**src/design/swci_pkg.sv**
```systemverilog
// Shared types, constants and register codes for the sliding-window coincidence index block.
// Used by every module under design/ except swci_ram; depends on nothing else.
package swci_pkg;

	localparam int WINDOW      = 256;
	localparam int ALPHABET    = 26;
	localparam int PAIR_COUNT  = 5;
	localparam int CODE_W      = 5;
	localparam int POS_W       = 8;
	localparam int SLOT_W      = $clog2(WINDOW);
	localparam int FILL_W      = $clog2(WINDOW + 1);
	localparam int CNT_W       = $clog2(WINDOW + 1);
	localparam int SUM_W       = 17;
	localparam int FRAC_W      = 16;
	localparam int Q_W         = 17;
	localparam int TOTAL_W     = 32;
	localparam int WINDOW_SQ   = WINDOW * WINDOW;
	localparam int QUEUE_DEPTH = 4;
	localparam int QPTR_W      = $clog2(QUEUE_DEPTH);
	localparam int QCNT_W      = $clog2(QUEUE_DEPTH + 1);
	localparam int REG_COUNT   = 6;
	localparam int APB_ADDR_W  = $clog2(4 * REG_COUNT);
	localparam int APB_DATA_W  = 32;
	localparam int REG_IDX_W   = APB_ADDR_W - 2;

	localparam logic [7:0] CHAR_UP_A = 8'h41;
	localparam logic [7:0] CHAR_UP_Z = 8'h5A;
	localparam logic [7:0] CHAR_LO_A = 8'h61;
	localparam logic [7:0] CHAR_LO_Z = 8'h7A;

	localparam logic [PAIR_COUNT-1:0][15:0] PAIR_RESET =
		{16'd2580, 16'd2576, 16'd3085, 16'd523, 16'd6};
	localparam logic [PAIR_COUNT-1:0] ENABLE_RESET = '1;

	typedef logic [CODE_W-1:0] code_t;

	typedef enum logic [REG_IDX_W-1:0] {
		REG_PAIR0  = 3'd0,
		REG_PAIR1  = 3'd1,
		REG_PAIR2  = 3'd2,
		REG_PAIR3  = 3'd3,
		REG_PAIR4  = 3'd4,
		REG_ENABLE = 3'd5
	} reg_idx_t;

	typedef struct packed {
		logic [PAIR_COUNT-1:0][15:0] pairs;
		logic [PAIR_COUNT-1:0]       enable;
	} pair_cfg_t;

	// One classified letter as it travels from the front to the back.
	typedef struct packed {
		code_t              code;
		logic [SLOT_W-1:0]  slot;
		logic               remove;
		logic               emit;
		logic [TOTAL_W-1:0] total;
	} swci_item_t;

endpackage

```
**src/design/swci_front.sv**
```systemverilog
// Front end: accepts text bytes, drops non-letters, folds case, tracks fill and write slot.
// Depends on swci_pkg for constants and the item type.
module swci_front (
	input  logic                 clk,
	input  logic                 arst_n,
	input  logic                 text_valid,
	input  logic [7:0]           text_byte,
	input  logic                 full,
	output logic                 push,
	output swci_pkg::swci_item_t push_item
);
	import swci_pkg::*;

	logic [SLOT_W-1:0]  slot_q;
	logic [FILL_W-1:0]  fill_q;
	logic [TOTAL_W-1:0] total_q;
	logic               is_upper;
	logic               is_lower;
	logic [7:0]         offset;
	logic               remove;

	always_comb begin
		is_upper = (text_byte >= CHAR_UP_A) && (text_byte <= CHAR_UP_Z);
		is_lower = (text_byte >= CHAR_LO_A) && (text_byte <= CHAR_LO_Z);
		offset   = is_upper ? (text_byte - CHAR_UP_A) : (text_byte - CHAR_LO_A);
		remove   = (fill_q == FILL_W'(WINDOW));
		push     = text_valid && !full && (is_upper || is_lower);

		push_item.code   = offset[CODE_W-1:0];
		push_item.slot   = slot_q;
		push_item.remove = remove;
		// A result appears once this letter completes or slides a full window.
		push_item.emit   = (fill_q >= FILL_W'(WINDOW - 1));
		push_item.total  = (total_q == '1) ? total_q : total_q + 1'b1;
	end

	always_ff @(posedge clk or negedge arst_n) begin
		if (!arst_n) begin
			slot_q  <= '0;
			fill_q  <= '0;
			total_q <= '0;
		end else if (push) begin
			slot_q  <= (slot_q == SLOT_W'(WINDOW - 1)) ? '0 : slot_q + 1'b1;
			total_q <= push_item.total;
			if (!remove) begin
				fill_q <= fill_q + 1'b1;
			end
		end
	end

endmodule

```
**config.mk**
```make
export PLATFORM = sky130hd
export DESIGN_NAME = swci_front
export DESIGN_NICKNAME = d
export VERILOG_FILES = /design/src/design/swci_pkg.sv /design/src/design/swci_front.sv
export SDC_FILE = /design/constraint.sdc
export NUM_CORES = 1
export LEC_CHECK = 0
export BUFFER_PORTS_ARGS = -buffer_cell sky130_fd_sc_hd__buf_2
export CORE_ASPECT_RATIO = 0.6
export CORE_MARGIN = 2
export CORE_UTILIZATION = 48
export DETAILED_ROUTE_END_ITERATION = 10
export PLACE_DENSITY = 0.73
export SLEW_MARGIN = 10
export SYNTH_ARGS = -nofsm -noshare
export SYNTH_HDL_FRONTEND = slang
export SYNTH_SLANG_ARGS = --single-unit
```
**constraint.sdc**
```tcl
create_clock -name clk -period 2 [get_ports clk]
set_input_delay 0.4 -clock clk [delete_from_list [all_inputs] [get_ports clk]]
set_output_delay 0.4 -clock clk [all_outputs]
set_load 0.05 [all_outputs]
```
==> impl_results.md, run 1 <==
* Number of flops mapped to enable cells by yosys at 0
* First Error: [ERROR DPL-0038] Utilization greater than 100%, impossible to legalize
* Placed insts at 565
* Halt Stage: global routing (5_1_grt)
* Synthesized net count at 359
* Status: aborted with a tool error
* Num rows at 22
* I/O pins at 60
* CTS sink cnt at 49
* Worst End Pin Type: output port
* Synth area leaders: dfrtp_1, xnor2_1, xor2_1
* Root buf cell: clkbuf_8
* Mapped Area at 3170 um2
* Seq/Total Area, Yosys at 0.387
* Asr flop ratio synth at 1.00
* Die Width at 109 um
* Area share of the largest cell type after synthesis at 0.387
* Port Buffers at 59
* Largest net degree at the start of global routing at 31
* Synth Register Bits at 49
* CTS H-tree depth at 2
* TritonCTS Buffers at 5
* Ys flop type: dfrtp_1
* Max Root-Sink Buffers at 2
* Cells after Synth at 339
* Post-synth top area cell: dfrtp_1
* Number of unique standard cell types used by synthesis at 44
* Synth warn at 0
* Dpl ws at -0.366 ns
* Starting Density at 0.507
* Syn avg cell area at 9.34 um2
* Die Y at 66.9 um
* DP HPWL at 7.12 mm
* Grt repair worst endpoint: push_item[29]
* RePlAce Congestion at 0.834
cells by family after synthesis:
group | count (synthesis) | synth area share
flops | 49 | 0.387
buf+inv | 28 | 0.0514
compound gates | 17 | 0.0332
mux | 3 | 0.0103
fa+ha+maj | 8 | 0.0316
xor+xnor | 74 | 0.205
simple gates | 160 | 0.282
through the flow:
stage          utilization  hold slack (ns)  cell area (um2)
2_1_floorplan            -            0.104             4000
3_3_place_gp         0.800            0.393             5000
3_5_place_dp         0.800            0.392             5000
4_1_cts              0.904           0.0613             5650
cells in the mapped netlist, types with 3 or more instances:
| cell type | number |
|---|---|
| ha_1 | 8 |
| nand3_1 | 29 |
| nor3_1 | 20 |
| inv_1 | 9 |
| nor2_1 | 20 |
| nand4_1 | 19 |
| and3_1 | 11 |
| nor4_2 | 3 |
| xor2_1 | 30 |
| and4_1 | 4 |
| buf_4 | 7 |
| xnor2_1 | 44 |
| and3_2 | 3 |
| buf_2 | 7 |
| nand2_1 | 33 |
| buf_6 | 3 |
| dfrtp_1 | 49 |
| o21ai_0 | 9 |
| and2_1 | 3 |
repair_timing:
item                       in CTS
setup endpoints to repair      42
pin swaps                      19
gates cloned                    0
gates resized for setup       108
hold buffers                    0
setup buffers                  20
==> inputs of run 2 (changes only) <==
Settings changed: CORE_ASPECT_RATIO 0.6 to unset, CORE_UTILIZATION 48 to 33, PLACE_DENSITY 0.73 to unset, PLACE_DENSITY_LB_ADDON set to 0.15.
Clock period 2 ns to 2.6 ns, I/O delays scaled along.
==> impl_results.md, run 2 <==
* Largest registers: total_q: 32 flops, fill_q: 9 flops, slot_q: 8 flops
* Seq/Total Area, Yosys at 0.387
* Worst skew pair latency at 0.30 ns
* Synth area leaders: dfrtp_1, xnor2_1, xor2_1
* GR Overflow Total at 0
* Number of unique standard cell types used by synthesis at 44
* Worst r2r src: total_q[9]
* Mapped Area at 3170 um2
* Reg2Reg Setup Slack at 0.43 ns
* Violated checks: setup timing
* Total Die Area at 10400 um2
* Wire length of the first global-routing pass at 13.9 mm
* Finished Cell Area at 4860 um2
* Initial antenna violation count at 0
* Clock transition at path regs at 0.10 ns
* LEAKAGE at 0.00233 uW
* Final hold viol count at 0
* Startpoint class of the critical path: register
* DP HPWL at 5.81 mm
* FF-to-FF path depth at 8
* Num rows at 35
* TritonCTS Buffers at 5
* Most common cell after layout, fill and taps aside: buf_4
* Top reg by flops: total_q
* Maxcap violations at 0
* Via count at 2864
* RePlAce Congestion at 0.813
* Final Cycle Share at 1.03
* Power per Cell Area at 469 nW/um2
* Max Root-Sink Buffers at 2
* Via density per instance at 4.86
* Drc violations at 0
* Post-Place Cell Area at 4070 um2
* Min-Delay Path Class: primary input to asynchronous set/reset pin
* Critical path class: register to output pin
* CP Max Fanout at 7
* Root buf cell: clkbuf_8
* Crit. End Element: output pin
* Routed WL at 8.42 mm
* Port Buffers at 59
* Starting Density at 0.341
* CP max stage cell: dfrtp_1
* Ys flop type: dfrtp_1
* RSZ-0062 raised after global routing: yes
* Stages on worst setup path at 7
* Synthesized net count at 359
* Largest net degree at the start of global routing at 24
* I/O pins at 60
* Gr usage total at 0.168
* Synth Register Bits at 49
* CP peak stage delay at 0.41 ns
* CP dominant cell by count: buf_4
* Number of flops mapped to enable cells by yosys at 0
* CTS tree: built
* Fin. max-slew vios at 0
* Die Width at 102 um
* P&R area growth vs syn at 53.4%
* Fin crit period at 2.67 ns
* Fillcell total at 863
* Area share of the largest cell type after synthesis at 0.387
* Crit-path leading delay family: simple AND/OR/NAND/NOR gates
* CTS sink cnt at 49
* Asr flop ratio synth at 1.00
* Sequential cell area at 1230 um2
* Worst slew margin at 0.649
* Worst slew pin tran at 0.522 ns
* Arrival time worst endpoint at 2.15 ns
* Core Util, Final at 0.523
* Multi-input gate area at 2240 um2
* CP bufs+invs at 2
* Reg2reg end: total_q[1]
* Die Y at 102 um
* WL/cell at 14.3 um
* Dpl ws at 0.0366 ns
* Nets at 479
* Number of global-route vias before repair at 2812
* Most frequent cells in the layout: buf_4, dfrtp_1, buf_6
* Max reg flops at 32
* Synth warn at 0
* Final setup fails at 16
* N_diodes at 0
* CTS H-tree depth at 2
* Most common cell in the netlist: dfrtp_1
* Layout cells sized above 1 at 0.493
* Synth top cells by count: dfrtp_1, xnor2_1, nand2_1
* Status: finished with violations
* Final worst slack at -0.0670 ns
* Starting DRT DRC Count at 104
* CTS Hold Bufs at 0
* WP data required at 2.08 ns
* Crit path to: push_item[21]
* Worst Skew at 0.00617 ns
* Number of routed nets with antenna violations at 0
* Cells after Synth at 339
* Post-synth top area cell: dfrtp_1
* Fmax achieved at 375 MHz
* Drt first pass iters at 4
* Max IR drop VDD at 0.434 mV
* Core area at 9280 um2
* Launch point of the critical path: total_q[0]
* Critical path cell sequence: buf_4 > and3_1 > and4_4 > and2_4 > nand3_1 > xnor2_1 > buf_4
* Syn avg cell area at 9.34 um2
run 2: cell counts after synthesis:
No cell type changed its count.
run 2: final cells by class:
type | count | share of cell area
Clock buffer | 6 | 0.0149
Clock inverter | 2 | 0.00206
Inverter | 10 | 0.00850
Multi-Input combinational cell | 262 | 0.462
Sequential cell | 49 | 0.254
Tap cell | 129 | 0.0332
Timing Repair Buffer | 131 | 0.226
run 2: logic make-up (layout without fill, tap and decap cells):
family,count (synthesis),in the layout,share of synthesized area
muxes,3,3,0.0103
buffers and inverters,28,149,0.0514
DFF,49,49,0.387
adders and majority gates,8,8,0.0316
xor gates and xnor gates,74,74,0.205
AOI/OAI and AO/OA,17,17,0.0332
and+or+nand+nor,160,160,0.282
run 2: per-stage QoR:
stage	TNS, ns	power [uW]	hold slack [ns]	std cells
detailed placement	0	1640	0.414	557
CTS	-1.20	2230	0.0818	582
floorplan	-0.927	1450	0.224	339
global route	-3.98	2400	0.0850	589
finish	-0.502	2280	0.0750	589
global placement	0	1630	0.413	557
run 2: worst reg2reg max path, stage by stage (launching register included):
cell and delay [ns]:
dfrtp_1 0.46, nand3_1 0.16, nor3_4 0.31, nand4_1 0.19, buf_4 0.20, buf_6 0.14
buf_4 0.18, nand2_1 0.11, mux2_2 0.33
run 2: worst min-delay path by stage:
stage,endpoint,from,slack (ns),depth (start not counted)
floorplan,fill_q[0],arst_n,0.22,0
global placement,total_q[2],arst_n,0.41,1
detailed placement,total_q[2],arst_n,0.41,1
CTS,total_q[6],arst_n,0.08,1
global route,total_q[6],arst_n,0.08,1
finish,total_q[2],arst_n,0.08,1
run 2: layer usage:
| metal | part of all wire | vias up | routed length (um) | GRT usage |
|---|---|---|---|---|
| met3 | 0.036 | 10 | 304 | 0.0274 |
| li1 | - | 1401 | - | - |
| met4 | 0.015 | 0 | 130 | 0.0421 |
| met2 | 0.48 | 60 | 4010 | 0.282 |
| met1 | 0.47 | 1393 | 3970 | 0.227 |
| met5 | 0 | - | 0 | 0 |
run 2: where the power goes:
| group | total (uW) | internal (uW) | switching [uW] |
|---|---|---|---|
| Sequential | 951 | 846 | 105 |
| Combinational | 874 | 364 | 511 |
| Clock | 453 | 188 | 265 |
run 2: what timing repair did:
item                       4_1_cts  5_1_grt
setup buffers                   15        7
pin swaps                       13        8
gates cloned                     2        0
setup endpoints to repair       32       33
resized for setup              100       38
(Power assumes the default switching activity.)
