$ cat src/design/swci_pkg.sv
// Shared types, constants and register codes for the sliding-window coincidence index block.
// Used by every module under design/ except swci_ram; depends on nothing else.
package swci_pkg;

	localparam int WINDOW      = 256;
	localparam int ALPHABET    = 26;
	localparam int PAIR_COUNT  = 5;
	localparam int CODE_W      = 5;
	localparam int POS_W       = 8;
	localparam int SLOT_W      = $clog2(WINDOW);
	localparam int FILL_W      = $clog2(WINDOW + 1);
	localparam int CNT_W       = $clog2(WINDOW + 1);
	localparam int SUM_W       = 17;
	localparam int FRAC_W      = 16;
	localparam int Q_W         = 17;
	localparam int TOTAL_W     = 32;
	localparam int WINDOW_SQ   = WINDOW * WINDOW;
	localparam int QUEUE_DEPTH = 4;
	localparam int QPTR_W      = $clog2(QUEUE_DEPTH);
	localparam int QCNT_W      = $clog2(QUEUE_DEPTH + 1);
	localparam int REG_COUNT   = 6;
	localparam int APB_ADDR_W  = $clog2(4 * REG_COUNT);
	localparam int APB_DATA_W  = 32;
	localparam int REG_IDX_W   = APB_ADDR_W - 2;

	localparam logic [7:0] CHAR_UP_A = 8'h41;
	localparam logic [7:0] CHAR_UP_Z = 8'h5A;
	localparam logic [7:0] CHAR_LO_A = 8'h61;
	localparam logic [7:0] CHAR_LO_Z = 8'h7A;

	localparam logic [PAIR_COUNT-1:0][15:0] PAIR_RESET =
		{16'd2580, 16'd2576, 16'd3085, 16'd523, 16'd6};
	localparam logic [PAIR_COUNT-1:0] ENABLE_RESET = '1;

	typedef logic [CODE_W-1:0] code_t;

	typedef enum logic [REG_IDX_W-1:0] {
		REG_PAIR0  = 3'd0,
		REG_PAIR1  = 3'd1,
		REG_PAIR2  = 3'd2,
		REG_PAIR3  = 3'd3,
		REG_PAIR4  = 3'd4,
		REG_ENABLE = 3'd5
	} reg_idx_t;

	typedef struct packed {
		logic [PAIR_COUNT-1:0][15:0] pairs;
		logic [PAIR_COUNT-1:0]       enable;
	} pair_cfg_t;

	// One classified letter as it travels from the front to the back.
	typedef struct packed {
		code_t              code;
		logic [SLOT_W-1:0]  slot;
		logic               remove;
		logic               emit;
		logic [TOTAL_W-1:0] total;
	} swci_item_t;

endpackage

$ cat src/design/swci_queue.sv
// Short FIFO of classified items between the front and the back.
// Depends on swci_pkg for the item type and depth.
module swci_queue (
	input  logic               clk,
	input  logic               arst_n,
	input  logic               push,
	input  swci_pkg::swci_item_t push_item,
	output logic               full,
	input  logic               pop,
	output logic               head_valid,
	output swci_pkg::swci_item_t head_item
);
	import swci_pkg::*;

	swci_item_t         entry_q [QUEUE_DEPTH];
	logic [QPTR_W-1:0]  wr_ptr_q;
	logic [QPTR_W-1:0]  rd_ptr_q;
	logic [QCNT_W-1:0]  count_q;

	assign full       = (count_q == QCNT_W'(QUEUE_DEPTH));
	assign head_valid = (count_q != '0);
	assign head_item  = entry_q[rd_ptr_q];

	always_ff @(posedge clk) begin
		if (push) begin
			entry_q[wr_ptr_q] <= push_item;
		end
	end

	always_ff @(posedge clk or negedge arst_n) begin
		if (!arst_n) begin
			wr_ptr_q <= '0;
			rd_ptr_q <= '0;
			count_q  <= '0;
		end else begin
			if (push) begin
				wr_ptr_q <= (wr_ptr_q == QPTR_W'(QUEUE_DEPTH - 1)) ? '0 : wr_ptr_q + 1'b1;
			end
			if (pop) begin
				rd_ptr_q <= (rd_ptr_q == QPTR_W'(QUEUE_DEPTH - 1)) ? '0 : rd_ptr_q + 1'b1;
			end
			if (push && !pop) begin
				count_q <= count_q + 1'b1;
			end else if (pop && !push) begin
				count_q <= count_q - 1'b1;
			end
		end
	end

endmodule

$ cat config.mk
export PLATFORM = sky130hd
export DESIGN_NAME = swci_queue
export DESIGN_NICKNAME = d
export VERILOG_FILES = /design/src/design/swci_pkg.sv /design/src/design/swci_queue.sv
export SDC_FILE = /design/constraint.sdc
export NUM_CORES = 1
export LEC_CHECK = 0
export ABC_AREA = 1
export CAP_MARGIN = 20
export CORE_ASPECT_RATIO = 1.1
export CORE_MARGIN = 5
export CORE_UTILIZATION = 50
export DETAILED_ROUTE_END_ITERATION = 6
export DONT_BUFFER_PORTS = 1
export GPL_TIMING_DRIVEN = 0
export PLACE_DENSITY_LB_ADDON = 0.3
export SKIP_LAST_GASP = 1
export SYNTH_ARGS = -nofsm -noshare
export SYNTH_HDL_FRONTEND = slang
export SYNTH_SLANG_ARGS = --single-unit
export TNS_END_PERCENT = 50
$ cat constraint.sdc
create_clock -name clk -period 2.2 [get_ports clk]
set_input_delay 0.11 -clock clk [delete_from_list [all_inputs] [get_ports clk]]
set_output_delay 0.11 -clock clk [all_outputs]
set_load 0.02 [all_outputs]
== Word-level counts from Yosys, hierarchy flattened ==
Memory sizes are Yosys's and may differ from the RTL's.
Index checks and enable logic that the tools add are counted.
Storage, ports and cells
  flip-flop bits (word level): 7
  memory bits (writable): 188
  bits of input ports: 51
  output and inout bits: 49
  logic and storage cells: 23
  memories kept: 1
Memory list
  entry_q: depth 4, width 47, read ports 1, clocked after Yosys merged registers in 0, write ports 1, line swci_queue.sv:15  | swci_item_t entry_q [QUEUE_DEPTH];
Operators by class
  $add $sub $neg: 4
  equal/unequal tests: 3
  multiplexer cells: 6
  reduce and logical (&&, ||, !) cells: 6
Operator list (count)
  $mux 3: 2
  $add 2x1->2 const B: 2
  $eq 2x2->1 const B: 2
  $mux 2: 2
  $add 3x1->3 const B: 1
  $eq 3x3->1 const B: 1
  $reduce_bool 3->1: 1
  $sub 3x1->3 const B: 1
  $logic_and 1x1->1: 2
  $logic_not 1->1: 2
  $mux 1: 2
  $reduce_bool 2->1: 1

== Depth between registers and ports, before layout ==
Gate-level depths: netlist (run 1).
  word-level depth: 4
  mapped depth: 9
  mapped depth without buffers: 9

== Worst setup path before layout (run 1) ==
Ideal clock, no wire load.
  path kind: register -> register
  from: reg wr_ptr_q[0]
  to: mem entry_q[2][0] (netlist bit) (enable)
  setup time: 0.401 ns
  arrival time: 1.580 ns
  required time: 1.799 ns
  setup slack: 0.218 ns
  stages on the path, launching flop included: 5
  buffers on the path: 0
  period minus slack after synthesis: 1.982 ns
  cells stage by stage: dfrtp_1 -> inv_1 -> ha_1 -> nand2_1 -> inv_1
RTL lines
  start: declaration: line swci_queue.sv:16  | logic [QPTR_W-1:0] wr_ptr_q;
  start signal: assignment: line swci_queue.sv:37  | wr_ptr_q <= (wr_ptr_q == QPTR_W'(QUEUE_DEPTH - 1)) ? '0 : wr_ptr_q + 1'b1;
  end: declaration: line swci_queue.sv:15
No word-level cell before the write port.

==> impl_metrics.env, run 1 <==
export IMPL_fmax_mhz=515
export IMPL_grt_usage_pct=18.6
export IMPL_synth_area_sq_um=8160
export IMPL_cts_resized_gates=0
export IMPL_viasPerCell=5.27
export IMPL_relSlewSlack_pct=55.6
export IMPL_crit_type="reg -> out"
export IMPL_cp_end_kind="primary output"
export IMPL_fin_setup_tns_ns=0
export IMPL_cp_slowest_cell="dfrtp_1"
export IMPL_ys_warn_count=0
export IMPL_fin_crit_sh_pct=88.3
export IMPL_synth_seq_area_share_pct=71.4
export IMPL_min_period_ns=1.94
export IMPL_p_per_area_nw_per_um2=1280
export IMPL_drt_initial_drc_count=253
export IMPL_worstPathArrival_ns=1.83
export IMPL_cap_violations=0
export IMPL_row_count=49
export IMPL_cts_max_path_buffers=2
export IMPL_cts_setup_buffers=0
export IMPL_vias=4699
export IMPL_clk_latency_ns=0.44
export IMPL_clockRootBuffer="clkbuf_16"
export IMPL_cts_sinks=195
export IMPL_finalSetupViolCount=0
export IMPL_path_cells="inv_2 -> buf_4 -> buf_2 -> o211ai_1 -> nand2_1"
export IMPL_clkSlewWorstSetupHoldPaths_ns=0.07
export IMPL_setup_slack_ns=0.257
export IMPL_io_buffers=0
export IMPL_crit_required_ns=2.09
export IMPL_grt_overflow=0
export IMPL_cts_tree="built"
export IMPL_die_h_um=144
export IMPL_grt_pass1_wl_mm=26.7
export IMPL_final_layout_size_suffix_gt1_share_pct=17.6
export IMPL_status="complete, no violations"
export IMPL_syn2layout_area_growth_pct=17.2
export IMPL_critical_path_max_stage_delay_ns=0.44
export IMPL_p_leak_nw=3.81
export IMPL_grt_max_degree=29
export IMPL_hp_class="in -> async"
export IMPL_avgRoutedWirePerCell_um=19.2
export IMPL_totalWireLength_mm=17.1
export IMPL_fin_worst_skew_ns=0.00713
export IMPL_drc=0
export IMPL_diodes=0
export IMPL_ant_nets=0
export IMPL_path_max_fanout=10
export IMPL_die_area_sq_um=19000
export IMPL_fin_area_sq_um=9560
export IMPL_antenna_found_initial=0
export IMPL_cp_start_kind="register"
export IMPL_dpl_hpwl_mm=11.0
export IMPL_start_util_pct=50.4
export IMPL_firstDrtPassIters=4
export IMPL_worstMarginPinSlew_ns=0.661
export IMPL_die_w_um=132
export IMPL_boundaryPins=100
export IMPL_cts_hold_buf=50
export IMPL_core_sq_um=16200
export IMPL_cts_buffers=17
export IMPL_fin_nets=732
export IMPL_synthCells=601
export IMPL_gp_congestion=0.751
export IMPL_vdd_drop_max_uv=753
export IMPL_syn_area_per_cell_sq_um=13.6
export IMPL_synth_cell_type_count=20
export IMPL_syn_num_nets=659
export IMPL_h_tree_depth=4
export IMPL_rsz0062_at_grt="no"
export IMPL_yosys_register_bits=195
export IMPL_fillers=1246
export IMPL_dpl_worst_slack_ns=0.379
export IMPL_finalHoldViolCount=0
export IMPL_finalMaxSlewViolations=0
export IMPL_dpl_cell_area_sq_um=8490
export IMPL_grt_pass1_vias=4998
-- metal layers --
metal,part of all wire (%),wire [um],global-route usage (%),vias up
met5,0,0,0,-
met4,1.7,286,6.93,0
met2,54,9230,33.6,125
met1,38,6590,20.8,2327
li1,-,-,-,2224
met3,6.0,1020,5.88,23
-- final cells by class --
| type | instances | area, sq um | share of cell area [%] |
|---|---|---|---|
| multi-input cells | 269 | 1690 | 17.7 |
| clock buffers | 17 | 425 | 4.45 |
| inverters | 107 | 402 | 4.20 |
| flip-flops and latches | 195 | 5820 | 60.9 |
| plain buffers | 30 | 241 | 2.53 |
| repair buffers | 54 | 581 | 6.07 |
| well taps | 204 | 255 | 2.67 |
| clock inverters | 15 | 144 | 1.51 |
-- through the flow --
step | instances | utilization [%] | hold slack [ns] | total power [mW]
5_1_grt | 891 | 59.1 | 0.0212 | 12.9
6_report | 891 | 59.1 | 0.0250 | 12.2
2_1_floorplan | 601 | - | -0.186 | 8.23
3_5_place_dp | 809 | 52.5 | -0.185 | 9.35
3_3_place_gp | 805 | 52.0 | -0.185 | 9.17
4_1_cts | 891 | 59.1 | 0.00139 | 12.4
-- worst max-delay path: cells and delay by family, from the launching register on --
kind | cells | cell delay [ns]
DFF | 1 | 0.44
AOI/OAI and AO/OA | 1 | 0.14
and+or+nand+nor | 1 | 0.22
buffers and inverters | 3 | 0.59
-- state kept, by name (all words and copies together) (netlist names) --
signal	flops
count_q	3
rd_ptr_q	2
wr_ptr_q	2
entry_q	188
-- layout by cell type, fill, tap and decap left out, types with 2 or more instances in the layout --
master	netlist	routed
buf_4	3	3
clkinvlp_4	0	2
buf_6	13	13
edfxtp_1	188	188
o21ai_0	2	2
inv_8	0	2
inv_1	105	101
dlygate4sd3_1	0	50
buf_2	13	13
inv_6	0	4
dfrtp_1	7	7
clkbuf_16	0	17
nor2_1	3	3
clkinv_2	0	3
buf_12	0	4
inv_2	2	6
o211ai_2	49	49
clkinv_4	0	3
o211ai_1	45	45
o21ai_1	2	2
nand2_1	157	157
ha_1	6	6
-- cells in the mapped netlist --
cell	number	share of area, %
fa_1	1	0.25
nand2_1	157	7.2
o21ai_0	2	0.12
inv_1	105	4.8
buf_4	3	0.28
nor3_1	1	0.061
edfxtp_1	188	69
xnor2_1	1	0.11
o211ai_1	45	4.1
buf_6	13	1.8
inv_2	2	0.092
ha_1	6	0.92
dfrtp_1	7	2.1
o21ai_1	2	0.12
o211ai_2	49	7.5
nor2_1	3	0.14
buf_2	13	0.80
nand4_1	1	0.077
nand3_1	1	0.061
clkbuf_4	1	0.092
-- report_power, final --
part,total (mW),leakage [nW],internal [mW],switching [mW]
logic,4.32,1.72,1.20,3.12
registers,4.97,1.81,4.76,0.206
clock network,2.96,0.278,1.59,1.37
total,12.2,3.81,7.55,4.70
-- cell families after synthesis --
family	share of synthesized area, %
flops	71.4
simple gates	7.56
buf+inv	7.89
compound gates	11.9
fa+ha+maj	1.17
xor+xnor	0.107
-- worst paths after layout --
path / startpoint / end / slack (ns) / depth (start not counted)
max reg2reg: wr_ptr_q[0] / entry_q[0][2] / 0.39 / 5
min in group clk: pop / count_q[0] / 0.03 / 3
min: arst_n / count_q[1] / 0.02 / 1
max in group asynchronous: arst_n / rd_ptr_q[1] / 1.90 / 1
max: rd_ptr_q[1] / head_item[16] / 0.26 / 5
min reg2reg: count_q[2] / count_q[2] / 0.48 / 2
Power figures use the tool's default switching activity.
==> run 2: changes to the inputs <==
HOLD_SLACK_MARGIN = 0.03   (was default)
REMOVE_ABC_BUFFERS = 1   (was default)
==> run 2 against run 1 <==
Design area down 0.33%. Count of clock-buffer cells in the layout grew 2. Via count is 1.2% lower.
==> impl_metrics.env, run 2 (synthesis gave the netlist of run 1 again) <==
export IMPL_grt_pass1_wl_mm=24.5
export IMPL_fin_cells=869
export IMPL_clkSlewWorstSetupHoldPaths_ns=0.07
export IMPL_layout_common_cells="188 x edfxtp_1, 156 x nand2_1, 101 x inv_1"
export IMPL_grt_pass1_vias=4715
export IMPL_die_w_um=132
export IMPL_fin_hold_ws_ns=0.147
export IMPL_grt_max_degree=66
export IMPL_finalMaxSlewViolations=0
export IMPL_totalWireLength_mm=16.1
export IMPL_h_tree_depth=4
export IMPL_viasPerCell=5.34
export IMPL_cp_start_kind="register"
export IMPL_top_regs="entry_q: 188 flops, count_q: 3 flops"
export IMPL_place_inst=782
export IMPL_drt_initial_drc_count=217
export IMPL_fin_crit_sh_pct=96.6
export IMPL_p_leak_nw=3.76
export IMPL_largest_register_ff_count=188
export IMPL_die_h_um=144
export IMPL_vdd_drop_max_uv=963
export IMPL_dpl_cell_area_sq_um=8320
export IMPL_firstDrtPassIters=4
export IMPL_crit_required_ns=2.09
export IMPL_cp_slowest_cell="dfrtp_4"
export IMPL_diodes=0
export IMPL_p_per_area_nw_per_um2=1280
export IMPL_hp_class="in -> reg"
export IMPL_finalHoldViolCount=0
export IMPL_syn2layout_area_growth_pct=16.8
export IMPL_cts_tree="built"
export IMPL_cts_buffers=17
export IMPL_rsz0062_at_grt="yes"
export IMPL_clockRootBuffer="clkbuf_16"
export IMPL_clk_latency_ns=0.42
export IMPL_relSlewSlack_pct=54.5
export IMPL_vias=4641
export IMPL_fin_util_pct=58.9
export IMPL_die_area_sq_um=19000
export IMPL_path_cells="buf_12 -> inv_12 -> buf_12 -> o211ai_1 -> nand2_1"
export IMPL_cap_violations=0
export IMPL_cts_sinks=195
export IMPL_start_util_pct=50.4
export IMPL_fin_worst_skew_ns=0.00534
export IMPL_worstPathArrival_ns=2.02
export IMPL_grt_usage_pct=16.9
export IMPL_io_buffers=0
export IMPL_status="complete, no violations"
export IMPL_layout_commonest_cell="edfxtp_1"
export IMPL_dpl_hpwl_mm=8.79
export IMPL_path_max_fanout=27
export IMPL_min_period_ns=2.13
export IMPL_grt_overflow=0
export IMPL_antenna_found_initial=0
export IMPL_drc=0
export IMPL_regMostFlops="entry_q"
export IMPL_critical_path_max_stage_delay_ns=0.59
export IMPL_core_sq_um=16200
export IMPL_crit_type="reg -> out"
export IMPL_avgRoutedWirePerCell_um=18.5
export IMPL_crit_path_frequent_cell="buf_12"
export IMPL_fmax_mhz=470
export IMPL_ant_nets=0
export IMPL_boundaryPins=100
export IMPL_fin_nets=710
export IMPL_cts_max_path_buffers=2
export IMPL_fin_setup_tns_ns=0
export IMPL_row_count=49
export IMPL_fin_area_sq_um=9530
export IMPL_gp_congestion=0.688
export IMPL_finalSetupViolCount=0
export IMPL_cp_end_kind="primary output"
export IMPL_final_layout_size_suffix_gt1_share_pct=14.6
export IMPL_worstMarginPinSlew_ns=0.677
## run 2: worst paths after layout
path | to | slack (ns) | cells after the start | startpoint
hold / removal | entry_q[2][33] | 0.15 | 2 | push
max in group asynchronous | rd_ptr_q[1] | 1.37 | 2 | arst_n
min in group asynchronous | count_q[2] | 0.56 | 2 | arst_n
setup / recovery | head_item[18] | 0.07 | 5 | rd_ptr_q[1]
setup reg to reg | entry_q[0][23] | 0.42 | 5 | wr_ptr_q[0]
hold reg to reg | count_q[2] | 0.48 | 2 | count_q[2]
## run 2: per-stage QoR
step                      power, mW  setup slack, ns
after floorplan                7.94           -0.573
after global placement         8.72            -2.17
after detailed placement       8.96          -0.0794
after CTS                      12.2           0.0403
after global routing           12.9         -0.00987
final                          12.2           0.0738
## run 2: repair_timing
action	in CTS	in global routing
buffers inserted	1	0
gates cloned	1	2
hold buffers	51	0
endpoints found under the setup margin	47	19
hold endpoints to repair	201	0
resized for setup	8	3
## run 2: where the power goes
group | switching [mW] | leakage (nW) | internal, mW
Sequential | 0.244 | 1.81 | 4.77
Clock | 1.30 | 0.279 | 1.67
Combinational | 3.01 | 1.67 | 1.20
## run 2: worst max-delay path: cells and delay by family, from the launching register on
| family | cells | cell delay, ns |
|---|---|---|
| buf+inv | 3 | 0.62 |
| flops | 1 | 0.59 |
| compound gates | 1 | 0.13 |
| simple gates | 1 | 0.20 |
## run 2: area by class of cell
type                    count  area, sq um
clock buffers              19          433
inverters                 107          440
clock inverters            13          131
flip-flops and latches    195         5820
repair buffers             62          751
fillers                  1265         6660
multi-input cells         269         1690
well taps                 204          255
## run 2: routing by layer
| metal | up-vias | routed length [um] | share of wire [%] | GRT usage, % |
|---|---|---|---|---|
| met5 | - | 0 | 0 | 0 |
| met4 | 0 | 335 | 2.1 | 6.66 |
| met3 | 25 | 961 | 6.0 | 4.55 |
| met2 | 138 | 8470 | 53 | 30.0 |
| met1 | 2282 | 6310 | 39 | 19.8 |
| li1 | 2196 | - | - | - |
